===== config.mk =====
export PLATFORM = sky130hd
export DESIGN_NAME = variable_edge_histogram_top
export DESIGN_NICKNAME = d
export VERILOG_FILES = /design/src/design/veh_pkg.sv /design/src/design/veh_front.sv /design/src/design/veh_queue.sv /design/src/design/veh_back.sv /design/src/design/variable_edge_histogram_top.sv
export SDC_FILE = /design/constraint.sdc
export NUM_CORES = 1
export LEC_CHECK = 0
export BUFFER_PORTS_ARGS = -buffer_cell sky130_fd_sc_hd__buf_4
export CAP_MARGIN = 20
export CORE_MARGIN = 1
export CORE_UTILIZATION = 55
export DETAILED_ROUTE_END_ITERATION = 8
export GPL_TIMING_DRIVEN = 0
export PLACE_DENSITY_LB_ADDON = 0.1
export SLEW_MARGIN = 15
export SYNTH_ARGS = -nofsm -noshare
export SYNTH_HDL_FRONTEND = slang
export SYNTH_SLANG_ARGS = --single-unit

===== constraint.sdc =====
create_clock -name clk_i -period 5.65 [get_ports clk_i]
set_clock_uncertainty 0.15 [all_clocks]
set_input_delay 0.8475 -clock clk_i [delete_from_list [all_inputs] [get_ports clk_i]]
set_output_delay 0.8475 -clock clk_i [all_outputs]
set_load 0.005 [all_outputs]

===== src/design/veh_pkg.sv =====
// shared types, constants and codes of the variable edge histogram
`default_nettype none
package veh_pkg;

  localparam int MAX_BINS      = 7;
  localparam int SAMPLE_BITS   = 32;

  localparam int NUM_EDGE_REGS = 6;
  localparam int NUM_INNER     = MAX_BINS - 1;
  localparam int BIN_W         = $clog2(MAX_BINS);
  localparam int FIELD_W       = 32;
  localparam int CMP_BITS      = (SAMPLE_BITS < FIELD_W) ? SAMPLE_BITS : FIELD_W;
  localparam bit TOP_REACHABLE = (SAMPLE_BITS <= FIELD_W);
  localparam int COUNT_W       = 32;
  localparam int SEL_W         = 3;
  localparam int EC_W          = 3;
  localparam int CFG_IDX_W     = 3;
  localparam int CFG_DATA_W    = 32;

  localparam int QDEPTH        = 2;
  localparam int QPTR_W        = (QDEPTH > 1) ? $clog2(QDEPTH) : 1;
  localparam int QCNT_W        = $clog2(QDEPTH + 1);

  localparam logic signed [CMP_BITS-1:0] TOP_VALUE = {1'b0, {(CMP_BITS-1){1'b1}}};

  // configuration register indexes
  localparam logic [CFG_IDX_W-1:0] CFG_EDGE_COUNT = CFG_IDX_W'(0);
  localparam logic [CFG_IDX_W-1:0] CFG_EDGE_ONE   = CFG_IDX_W'(1);

  typedef enum logic [1:0] {
    OP_COUNT = 2'd0,
    OP_READ  = 2'd1,
    OP_CLEAR = 2'd2,
    OP_NOP   = 2'd3
  } veh_op_e;

  // what the back end does with one queued request
  typedef enum logic [1:0] {
    KIND_COUNT = 2'd0,
    KIND_READ  = 2'd1,
    KIND_CLEAR = 2'd2,
    KIND_ZERO  = 2'd3
  } veh_kind_e;

  typedef struct packed {
    veh_op_e                    opcode;
    logic signed [FIELD_W-1:0]  sample_value;
    logic        [SEL_W-1:0]    bin_select;
  } veh_in_t;

  typedef struct packed {
    logic               hit;
    logic [SEL_W-1:0]   bin_index;
    logic [COUNT_W-1:0] bin_count;
  } veh_out_t;

  typedef struct packed {
    veh_kind_e          kind;
    logic [BIN_W-1:0]   bin;
  } veh_cmd_t;

  typedef struct packed {
    logic full;
    logic nonempty;
  } veh_qstat_t;

endpackage
`default_nettype wire


===== src/design/veh_front.sv =====
// front end: configuration registers, request acceptance and bin classification
`default_nettype none
module veh_front (
  input  wire logic                            clk_i,
  input  wire logic                            rst_ni,
  input  wire logic                            start_i,
  input  wire logic                            busy_i,
  input  wire veh_pkg::veh_in_t                cmd_i,
  input  wire logic                            cfg_we_i,
  input  wire logic [veh_pkg::CFG_IDX_W-1:0]   cfg_idx_i,
  input  wire logic [veh_pkg::CFG_DATA_W-1:0]  cfg_wdata_i,
  output logic                                 push_o,
  output veh_pkg::veh_cmd_t                    push_cmd_o
);
  import veh_pkg::*;

  logic [EC_W-1:0]    edge_count_q;
  logic [FIELD_W-1:0] edge_q [NUM_EDGE_REGS];

  logic signed [CMP_BITS-1:0] v;
  logic [BIN_W-1:0]           n;
  logic [NUM_INNER-1:0]       lt;
  logic [MAX_BINS-1:0]        ub;
  logic [MAX_BINS-1:0]        lb;
  logic                       top_ok;
  logic                       found;
  logic [BIN_W-1:0]           bin;

  always_ff @(posedge clk_i or negedge rst_ni) begin
    if (!rst_ni) begin
      edge_count_q <= '0;
      for (int j = 0; j < NUM_EDGE_REGS; j++) begin
        edge_q[j] <= '0;
      end
    end else if (cfg_we_i) begin
      if (cfg_idx_i == CFG_EDGE_COUNT) begin
        edge_count_q <= cfg_wdata_i[EC_W-1:0];
      end
      for (int j = 0; j < NUM_EDGE_REGS; j++) begin
        if (cfg_idx_i == CFG_EDGE_ONE + CFG_IDX_W'(j)) begin
          edge_q[j] <= cfg_wdata_i[FIELD_W-1:0];
        end
      end
    end
  end

  assign v = $signed(cmd_i.sample_value[CMP_BITS-1:0]);

  // edge count above the bins available is clamped
  assign n = (edge_count_q > EC_W'(NUM_INNER)) ? BIN_W'(NUM_INNER)
                                                : BIN_W'(edge_count_q);

  // the top value itself sits on the exclusive top bound
  assign top_ok = TOP_REACHABLE ? (v != TOP_VALUE) : 1'b1;

  always_comb begin
    for (int j = 0; j < NUM_INNER; j++) begin
      lt[j] = v < $signed(edge_q[j][CMP_BITS-1:0]);
    end
  end

  assign ub = {top_ok, lt};
  assign lb = {~lt, 1'b1};

  // lowest bin in use whose bounds hold wins
  always_comb begin
    found = 1'b0;
    bin   = '0;
    for (int k = 0; k < MAX_BINS; k++) begin
      if (!found && (BIN_W'(k) <= n) && lb[k] &&
          ((BIN_W'(k) == n) ? top_ok : ub[k])) begin
        found = 1'b1;
        bin   = BIN_W'(k);
      end
    end
  end

  assign push_o = start_i && !busy_i;

  always_comb begin
    push_cmd_o.kind = KIND_ZERO;
    push_cmd_o.bin  = '0;
    case (cmd_i.opcode)
      OP_COUNT: begin
        if (found) begin
          push_cmd_o.kind = KIND_COUNT;
          push_cmd_o.bin  = bin;
        end
      end
      OP_READ: begin
        if (cmd_i.bin_select < SEL_W'(MAX_BINS)) begin
          push_cmd_o.kind = KIND_READ;
          push_cmd_o.bin  = cmd_i.bin_select[BIN_W-1:0];
        end
      end
      OP_CLEAR: begin
        push_cmd_o.kind = KIND_CLEAR;
      end
      default: begin
        push_cmd_o.kind = KIND_ZERO;
      end
    endcase
  end

endmodule
`default_nettype wire


===== src/design/veh_queue.sv =====
// short request queue between the front and back ends
`default_nettype none
module veh_queue (
  input  wire logic                clk_i,
  input  wire logic                rst_ni,
  input  wire logic                push_i,
  input  wire veh_pkg::veh_cmd_t   push_cmd_i,
  input  wire logic                pop_i,
  output veh_pkg::veh_cmd_t        pop_cmd_o,
  output veh_pkg::veh_qstat_t      stat_o
);
  import veh_pkg::*;

  veh_cmd_t            mem_q [QDEPTH];
  logic [QPTR_W-1:0]   wr_ptr_q, wr_ptr_d;
  logic [QPTR_W-1:0]   rd_ptr_q, rd_ptr_d;
  logic [QCNT_W-1:0]   cnt_q, cnt_d;
  logic                do_push, do_pop;

  assign stat_o.full     = (cnt_q == QCNT_W'(QDEPTH));
  assign stat_o.nonempty = (cnt_q != '0);

  assign do_push = push_i && !stat_o.full;
  assign do_pop  = pop_i && stat_o.nonempty;

  always_comb begin
    wr_ptr_d = wr_ptr_q;
    rd_ptr_d = rd_ptr_q;
    cnt_d    = cnt_q;
    if (do_push) begin
      wr_ptr_d = (wr_ptr_q == QPTR_W'(QDEPTH - 1)) ? '0 : wr_ptr_q + 1'b1;
    end
    if (do_pop) begin
      rd_ptr_d = (rd_ptr_q == QPTR_W'(QDEPTH - 1)) ? '0 : rd_ptr_q + 1'b1;
    end
    if (do_push && !do_pop) begin
      cnt_d = cnt_q + 1'b1;
    end else if (!do_push && do_pop) begin
      cnt_d = cnt_q - 1'b1;
    end
  end

  always_ff @(posedge clk_i or negedge rst_ni) begin
    if (!rst_ni) begin
      wr_ptr_q <= '0;
      rd_ptr_q <= '0;
      cnt_q    <= '0;
    end else begin
      wr_ptr_q <= wr_ptr_d;
      rd_ptr_q <= rd_ptr_d;
      cnt_q    <= cnt_d;
    end
  end

  always_ff @(posedge clk_i) begin
    if (do_push) begin
      mem_q[wr_ptr_q] <= push_cmd_i;
    end
  end

  assign pop_cmd_o = mem_q[rd_ptr_q];

endmodule
`default_nettype wire


===== src/design/veh_back.sv =====
// back end: bin counters, saturating update, clear and registered result
`default_nettype none
module veh_back (
  input  wire logic               clk_i,
  input  wire logic               rst_ni,
  input  wire logic               valid_i,
  input  wire veh_pkg::veh_cmd_t  cmd_i,
  output logic                    done_o,
  output veh_pkg::veh_out_t       result_o
);
  import veh_pkg::*;

  logic [COUNT_W-1:0] count_q [MAX_BINS];
  logic [COUNT_W-1:0] cur;
  logic [COUNT_W-1:0] nxt;
  logic               done_q;
  veh_out_t           res_q, res_d;

  assign cur = count_q[cmd_i.bin];
  // saturate at all ones
  assign nxt = (&cur) ? cur : cur + 1'b1;

  always_comb begin
    res_d = '0;
    case (cmd_i.kind)
      KIND_COUNT: begin
        res_d.hit       = 1'b1;
        res_d.bin_index = SEL_W'(cmd_i.bin);
        res_d.bin_count = nxt;
      end
      KIND_READ: begin
        res_d.bin_count = cur;
      end
      default: begin
        res_d = '0;
      end
    endcase
  end

  always_ff @(posedge clk_i or negedge rst_ni) begin
    if (!rst_ni) begin
      for (int k = 0; k < MAX_BINS; k++) begin
        count_q[k] <= '0;
      end
    end else if (valid_i) begin
      if (cmd_i.kind == KIND_CLEAR) begin
        for (int k = 0; k < MAX_BINS; k++) begin
          count_q[k] <= '0;
        end
      end else if (cmd_i.kind == KIND_COUNT) begin
        count_q[cmd_i.bin] <= nxt;
      end
    end
  end

  always_ff @(posedge clk_i or negedge rst_ni) begin
    if (!rst_ni) begin
      done_q <= 1'b0;
    end else begin
      done_q <= valid_i;
    end
  end

  always_ff @(posedge clk_i) begin
    if (valid_i) begin
      res_q <= res_d;
    end
  end

  assign done_o   = done_q;
  assign result_o = res_q;

endmodule
`default_nettype wire


===== src/design/variable_edge_histogram_top.sv =====
// histogram with programmable bin edges: top level
// an accepted request is written into the queue, and the back end then registers its result and its done strobe
// throughput: one request per cycle while busy_o is low; the back end retires one queued request each cycle
// busy_o rises only if the two-entry request queue fills; the receiver cannot stall
// reset: asynchronous active low, clears edge registers, edge count, all bin counts
// and the queue; no clearing pass is needed
`default_nettype none
module variable_edge_histogram_top (
  input  wire logic                            clk_i,
  input  wire logic                            rst_ni,
  input  wire logic                            start_i,
  output logic                                 busy_o,
  input  wire veh_pkg::veh_in_t                cmd_i,
  input  wire logic                            cfg_we_i,
  input  wire logic [veh_pkg::CFG_IDX_W-1:0]   cfg_idx_i,
  input  wire logic [veh_pkg::CFG_DATA_W-1:0]  cfg_wdata_i,
  output logic                                 done_o,
  output veh_pkg::veh_out_t                    result_o
);
  import veh_pkg::*;

  logic       push;
  veh_cmd_t   push_cmd;
  veh_cmd_t   pop_cmd;
  veh_qstat_t qstat;

  veh_front u_front (
    .clk_i       (clk_i),
    .rst_ni      (rst_ni),
    .start_i     (start_i),
    .busy_i      (busy_o),
    .cmd_i       (cmd_i),
    .cfg_we_i    (cfg_we_i),
    .cfg_idx_i   (cfg_idx_i),
    .cfg_wdata_i (cfg_wdata_i),
    .push_o      (push),
    .push_cmd_o  (push_cmd)
  );

  veh_queue u_queue (
    .clk_i      (clk_i),
    .rst_ni     (rst_ni),
    .push_i     (push),
    .push_cmd_i (push_cmd),
    .pop_i      (qstat.nonempty),
    .pop_cmd_o  (pop_cmd),
    .stat_o     (qstat)
  );

  veh_back u_back (
    .clk_i    (clk_i),
    .rst_ni   (rst_ni),
    .valid_i  (qstat.nonempty),
    .cmd_i    (pop_cmd),
    .done_o   (done_o),
    .result_o (result_o)
  );

  assign busy_o = qstat.full;

  a_done_from_queue: assert property (@(posedge clk_i) disable iff (!rst_ni)
    done_o |-> $past(qstat.nonempty))
    else $error("result strobe without a queued request");

  a_accept_queued: assert property (@(posedge clk_i) disable iff (!rst_ni)
    (start_i && !busy_o) |=> qstat.nonempty)
    else $error("accepted request did not reach the queue");

  a_hit_counted: assert property (@(posedge clk_i) disable iff (!rst_ni)
    (done_o && result_o.hit) |-> (result_o.bin_count != '0))
    else $error("hit reported with a zero count");

  a_miss_index: assert property (@(posedge clk_i) disable iff (!rst_ni)
    (done_o && !result_o.hit) |-> (result_o.bin_index == '0))
    else $error("bin index set without a hit");

endmodule
`default_nettype wire

[Yosys cells after proc, flatten, opt, wreduce, memory -nomap -nowiden]
Memory sizes are Yosys's and may differ from the RTL's.
Cells that the tools add are included.
Cells by class
  $add $sub $neg: 5
  $lt $le $gt $ge: 17
  eq/ne operators: 17
  muxes and demuxes: 41
  bitwise gates (word level): 2
  reduce and logical (&&, ||, !) cells: 49
Operator list (count)
  224-bit two-way mux: 2
  224-bit bitwise mux: 1
  32-bit less-than comparator: 6
  32-bit two-way mux: 4
  32-bit binary-select mux with 3-bit select: 1
  32-bit demux with 3-bit select: 1
  32-bit one-hot mux with 2 select lines: 1
  32-bit by 1-bit adder with 32-bit output, second input constant: 1
  32-bit != test, second input constant: 1
  32-bit AND reduction: 1
  1-bit logical AND: 24
  1-bit two-way mux: 18
  2-bit AND reduction: 8
  3-bit two-way mux: 4
  5-bit two-way mux: 2
  3-bit equality test, second input constant: 3
  3-bit <= comparator, first input constant: 3
  1-bit zero test: 9
  2-bit two-way mux: 4
  2-bit equality test, second input constant: 3
  2-bit by 3-bit equality test with 1-bit output, first input constant: 2
  3-bit by 2-bit equality test with 1-bit output, second input constant: 2
  3-bit equality test, first input constant: 2
  1-bit by 3-bit <= comparator with 1-bit output, first input constant: 2
  other kinds (19): 26
Word-level totals
  flip-flop bits (word level): 460
  memory bits (writable): 10
  input bits: 76
  output and inout bits: 38
  logic and storage cells: 153
  memories: 1
Memories
  u_queue.mem_q: words 2, width 5, read ports 1, clocked after memory_dff 0, write ports 1, line veh_queue.sv:14  | veh_cmd_t mem_q [QDEPTH];

[Longest topological paths before layout]
  word-level depth: 38
  depth in mapped cells: 21
  depth with buffers taken out: 13

[Hierarchy]
Synthesis repeated with hierarchy kept, for this count alone.
Unflattened totals
  cell total of the unflattened synthesis: 2549
  area, all modules: 25697.1 um^2
Modules (own cells, without submodules)
  veh_back: times used 1, cells an instance 1264, area an instance 12957.4 um^2, sequential area each 6711.4 um^2
  veh_front: times used 1, cells an instance 1250, area an instance 12167.9 um^2, sequential area each 4879.7 um^2
  veh_queue: times used 1, cells an instance 35, area an instance 571.8 um^2, sequential area each 400.4 um^2

[Least setup slack after synthesis]
Ideal clock, no wire load.
  kind: reg-to-reg
  start: register u_queue.rd_ptr_q
  end: register u_back.count_q[123] (netlist bit)
  library setup time: 121 ps
  arrival: 3990 ps
  required time: 5379 ps
  setup slack: 1389 ps
  stages on the path, launching flop included: 21
  path buffers: 7
  clock period less this slack: 4261 ps
  path through: dfrtp_1 buf_6 mux2_4 buf_6 buf_8 buf_8 buf_6 buf_6 mux2i_1 o2bb2ai_1 a21oi_1 inv_1 ha_1 o2111a_1 and3_1 and2_1 clkbuf_2 a311o_4 nor3_4 xnor2_4 a22o_1
On the way
  cells in the longest elaborated chain, start to end: 10
  elaborated cells between the ends (all ways): 20
  classes of those cells: add/sub: 1; order compare: 2; eq/ne: 1; mux: 9; bitwise: 1; reduce/logical: 5; memory: 1
Ends and longest elaborated chain
  from (decl): line veh_queue.sv:16  | logic [QPTR_W-1:0] rd_ptr_q, rd_ptr_d;
  from (signal assigned): line veh_queue.sv:50  | rd_ptr_q <= rd_ptr_d;
  memory read 2 x 5 bit *
  3-bit NOT with 4-bit output (not written as such): line veh_back.sv:19, veh_back.sv:51
  32-bit binary-select mux with 3-bit select: line veh_back.sv:19  | assign cur = count_q[cmd_i.bin];
  32-bit two-way mux (not written as such) (2 in a row): line veh_back.sv:19
  32-bit by 1-bit adder with 32-bit output / 32-bit AND reduction (equally long branches): line veh_back.sv:21  | assign nxt = (&cur) ? cur : cur + 1'b1;
  32-bit two-way mux: line veh_back.sv:21
  224-bit bitwise mux: line veh_back.sv:51  | count_q[cmd_i.bin] <= nxt;
  224-bit two-way mux: line veh_back.sv:50  | end else if (cmd_i.kind == KIND_COUNT) begin
  224-bit two-way mux: line veh_back.sv:46  | if (cmd_i.kind == KIND_CLEAR) begin
  to (signal, indexed assignment): line veh_back.sv:51
  to (decl): line veh_back.sv:13  | logic [COUNT_W-1:0] count_q [MAX_BINS];
Mark *: on every way between the ends. The rest lies on a longest branch, timed or not. The select of a mux whose other input is x is not followed.
A chain may end at the register's enable or synchronous reset.

[Final worst setup path]
  start: register u_queue.rd_ptr_q
  end: register u_back.res_q (netlist bit u_back.result_o[1]), data pin
On the way
  cells in the longest elaborated chain, start to end: 8
  elaborated cells between the ends (all ways): 11
  classes of those cells: add/sub: 1; eq/ne: 1; mux: 5; bitwise: 1; reduce/logical: 2; memory: 1
Ends and longest elaborated chain
  memory read 2 x 5 bit *
  3-bit NOT with 4-bit output (not written as such): line veh_back.sv:19
  32-bit binary-select mux with 3-bit select: line veh_back.sv:19
  32-bit two-way mux (not written as such) (2 in a row): line veh_back.sv:19
  32-bit by 1-bit adder with 32-bit output / 32-bit AND reduction (equally long branches): line veh_back.sv:21
  32-bit two-way mux: line veh_back.sv:21
  32-bit one-hot mux with 2 select lines *: line veh_back.sv:25  | case (cmd_i.kind)
  to (signal assigned): line veh_back.sv:66  | res_q <= res_d;
  to (decl): line veh_back.sv:17  | veh_out_t res_q, res_d;
Marked as above.

==> results.json <==
{
  "rsz0062_at_grt": "false",
  "r2r_cells": 17,
  "crit_family": "buffers and inverters",
  "max_stage_delay_ps": 450,
  "postCtsHoldBufs": 0,
  "final-hold-violation-count": 0,
  "crit_type": "reg -> reg",
  "r2r_setup_slack_ps": 60,
  "cp_num_buf_inv": 7,
  "grt_pass1_vias": 21000,
  "cts_tree": "built",
  "routed_wl_mm": 81.05,
  "grtUsageMet3_pct": 5.696,
  "nFillCells": 3781,
  "fmaxAchievable_ghz": 0.1789,
  "ys_seq_elements": 470,
  "path_clk_slew_ps": 60,
  "fp.dieH_um": 219.1,
  "avgViaCountPerCell": 6.344,
  "p_per_area_mw_per_mm2": 494.5,
  "async_flop_share_pct": 90.21,
  "vias": 20930,
  "cp_max_fo": 10,
  "maxSlewViolCount": 0,
  "yosysMostFrequentCell": "dfrtp_1",
  "antenna_found_initial": 0,
  "dp_hpwl_mm": 57.75,
  "diodes": 0,
  "cts_max_level": 2,
  "synth_ff_type": "dfrtp_1",
  "cp_slowest_cell": "mux2i_4",
  "drtPass1Iterations": 7,
  "total_power_w": 0.01458,
  "crit_required_ps": 5820,
  "relSlewSlack_pct": 24.80,
  "area_growth_pct": 13.74,
  "avgRoutedWirePerCell_um": 24.56,
  "max_cap_violations": 0,
  "end_kind": "register",
  "grt_max_degree": 98,
  "r2r_end": "u_back.result_o[1]",
  "use_met1_pct": 43.61,
  "ys_types": 97,
  "root_buffer": "clkbuf_16",
  "finalNetCount": 2916,
  "worst_pin_slew_ps": 1118,
  "rows": 79,
  "synthesis.area_mm2": 0.02591,
  "clock_latency_ps": 610,
  "core_mm2": 0.04656,
  "worst_ep_arrival_time_ps": 5760,
  "drt_iter0_drc": 1954,
  "max-vdd-ir-drop_mv": 0.3130,
  "drive_gt1_share_pct": 16.60,
  "busiest_layer": "met2",
  "grt_pass1_wl_mm": 125.0,
  "finalCriticalPeriod_ps": 5590,
  "synthTopCellsByCount": "dfrtp_1 (424), nand2_1 (265), inv_1 (212)",
  "hold_class": "in -> async",
  "drc": 0,
  "syn-num-nets": 2743,
  "yosysSeqAreaShare_pct": 46.27,
  "crit_chain": "buf_6 -> mux2i_4 -> buf_2 -> buf_2 -> clkbuf_4 -> mux2i_1 -> o21ai_2 -> inv_1 -> ha_1 -> o2111a_1 -> and3_1 -> and2_1 -> clkbuf_2 -> nand4_4 -> buf_2 -> a21oi_2 -> a21oi_1",
  "start_util_pct": 55.66,
  "setup_violations": 0,
  "use_met2_pct": 56.97,
  "antenna_left": 0,
  "grt_usage_pct": 34.68,
  "die_w_um": 219.1,
  "fin_util_pct": 63.31,
  "portBuffers": 111,
  "synth_area_leaders": "dfrtp_1 (41%), ha_1 (9.1%), mux2_2 (5.6%)",
  "synth_cells": 2479,
  "cts.sinks": 470,
  "syn_avg_cell_area_um2": 10.45,
  "cts_buffers": 52,
  "startpoint_type": "register",
  "place.gp.congestion": 0.9951,
  "design.die.area_mm2": 0.04799,
  "power_leakage_nw": 13.41,
  "synth_top_area_share_pct": 40.94,
  "outcome": "completed",
  "synth-warning-count": 0,
  "path_common_cell": "buf_2",
  "synth_top_cell_by_area": "dfrtp_1",
  "synth_edf_count": 46,
  "finalCritPeriodShare_pct": 98.94,
  "overflow": 0,
  "cts_buffer_depth": 3,
  "timing.rr.start": "u_queue.rd_ptr_q",
  "io_pins": 114
}
-- logic make-up (layout without fill, tap and decap cells) --
logic type / count (synthesis) / in the layout / synth area share [%]
fa+ha+maj: 188 / 188 / 9.077
buf+inv: 329 / 543 / 5.354
simple gates: 608 / 608 / 11.39
xor+xnor: 63 / 63 / 3.013
compound gates: 663 / 663 / 17.87
mux: 158 / 158 / 7.020
flops: 470 / 470 / 46.27
-- area by class of cell --
class | instances | area [um^2] | area share [%]
clock inverters | 25 | 292.8 | 0.9933
inverters | 212 | 795.8 | 2.700
clock buffers | 70 | 1470 | 4.988
well taps | 607 | 759.5 | 2.577
repair buffers | 119 | 997.2 | 3.383
multi-input cells | 1680 | 12570 | 42.66
plain buffers | 117 | 594.3 | 2.016
flip-flops and latches | 470 | 11990 | 40.68
-- what timing repair did --
item / in CTS / in global routing
resized for setup: 1 / 4
hold endpoints to repair: 0 / 0
setup endpoints to repair: 18 / 70
buffers inserted: 0 / 2
pin swaps: 0 / 1
-- metrics by stage --
step / hold WS [ps] / TNS [ps] / std cells / setup slack, ps / instance area (um^2)
2_1_floorplan: 294.4 / 0 / 2479 / 1389 / 25910
3_3_place_gp: 309.2 / -291630 / 3197 / -756.0 / 27510
3_5_place_dp: 319.1 / -14.62 / 3203 / -11.25 / 27670
4_1_cts: 84.46 / 0 / 3298 / 59.03 / 29440
5_1_grt: 117.8 / 0 / 3300 / 21.46 / 29470
6_report: 55.78 / 0 / 3300 / 59.77 / 29470
-- cell usage in the layout, fill, tap and decap left out, types with 15 or more instances in the layout --
cell type and count:
xnor2_1 26, buf_4 120, a21oi_1 79, xor2_1 15, clkbuf_1 91, a22o_1 165, nand2_1 265, inv_1 211
o21ai_1 26, clkbuf_16 53, nor3_1 40, mux2_2 129, a211oi_1 23, nor2_1 110, nand4_1 36, o22ai_1 21
dfrtp_1 424, mux2i_1 21, o211ai_1 16, ha_1 188, a221o_1 18, edfxtp_1 46, nand3_1 39, o21ai_0 191
-- metal layers --
layer / up-vias / wire length (um)
met2: 1021 / 38150
met4: 0 / 4695
met3: 273 / 6058
met1: 10320 / 32140
met5: - / 0
li1: 9324 / -
-- power breakdown --
group	total (W)	leakage, nW	internal, W	switching [W]
Combinational	0.00621	6.54	0.00219	0.00402
Sequential	0.00484	6.01	0.00439	0.000446
Clock	0.00353	0.865	0.00210	0.00143
-- registers in the layout (all words and copies together) (netlist names) --
register              count
u_back.count_q          224
u_back.done_o             1
u_front.edge_count_q      3
u_front.edge_q          192
u_back.result_o          36
u_queue.rd_ptr_q          1
u_queue.mem_q            10
u_queue.wr_ptr_q          1
u_queue.cnt_q             2
-- how the worst max path moves through the flow --
stage                   startpoint                  end  slack, ps  cells past startpoint
3_3_place_gp                rst_ni   u_front.edge_q[26]       -760                      1
2_1_floorplan     u_queue.rd_ptr_q  u_back.count_q[123]       1390                     20
3_5_place_dp      u_queue.rd_ptr_q  u_back.count_q[159]        -10                     17
6_report          u_queue.rd_ptr_q   u_back.result_o[1]         60                     17
5_1_grt           u_queue.rd_ptr_q   u_back.result_o[1]         20                     17
4_1_cts        u_queue.mem_q[0][1]  u_back.count_q[159]         60                     19
(Power assumes the default switching activity.)
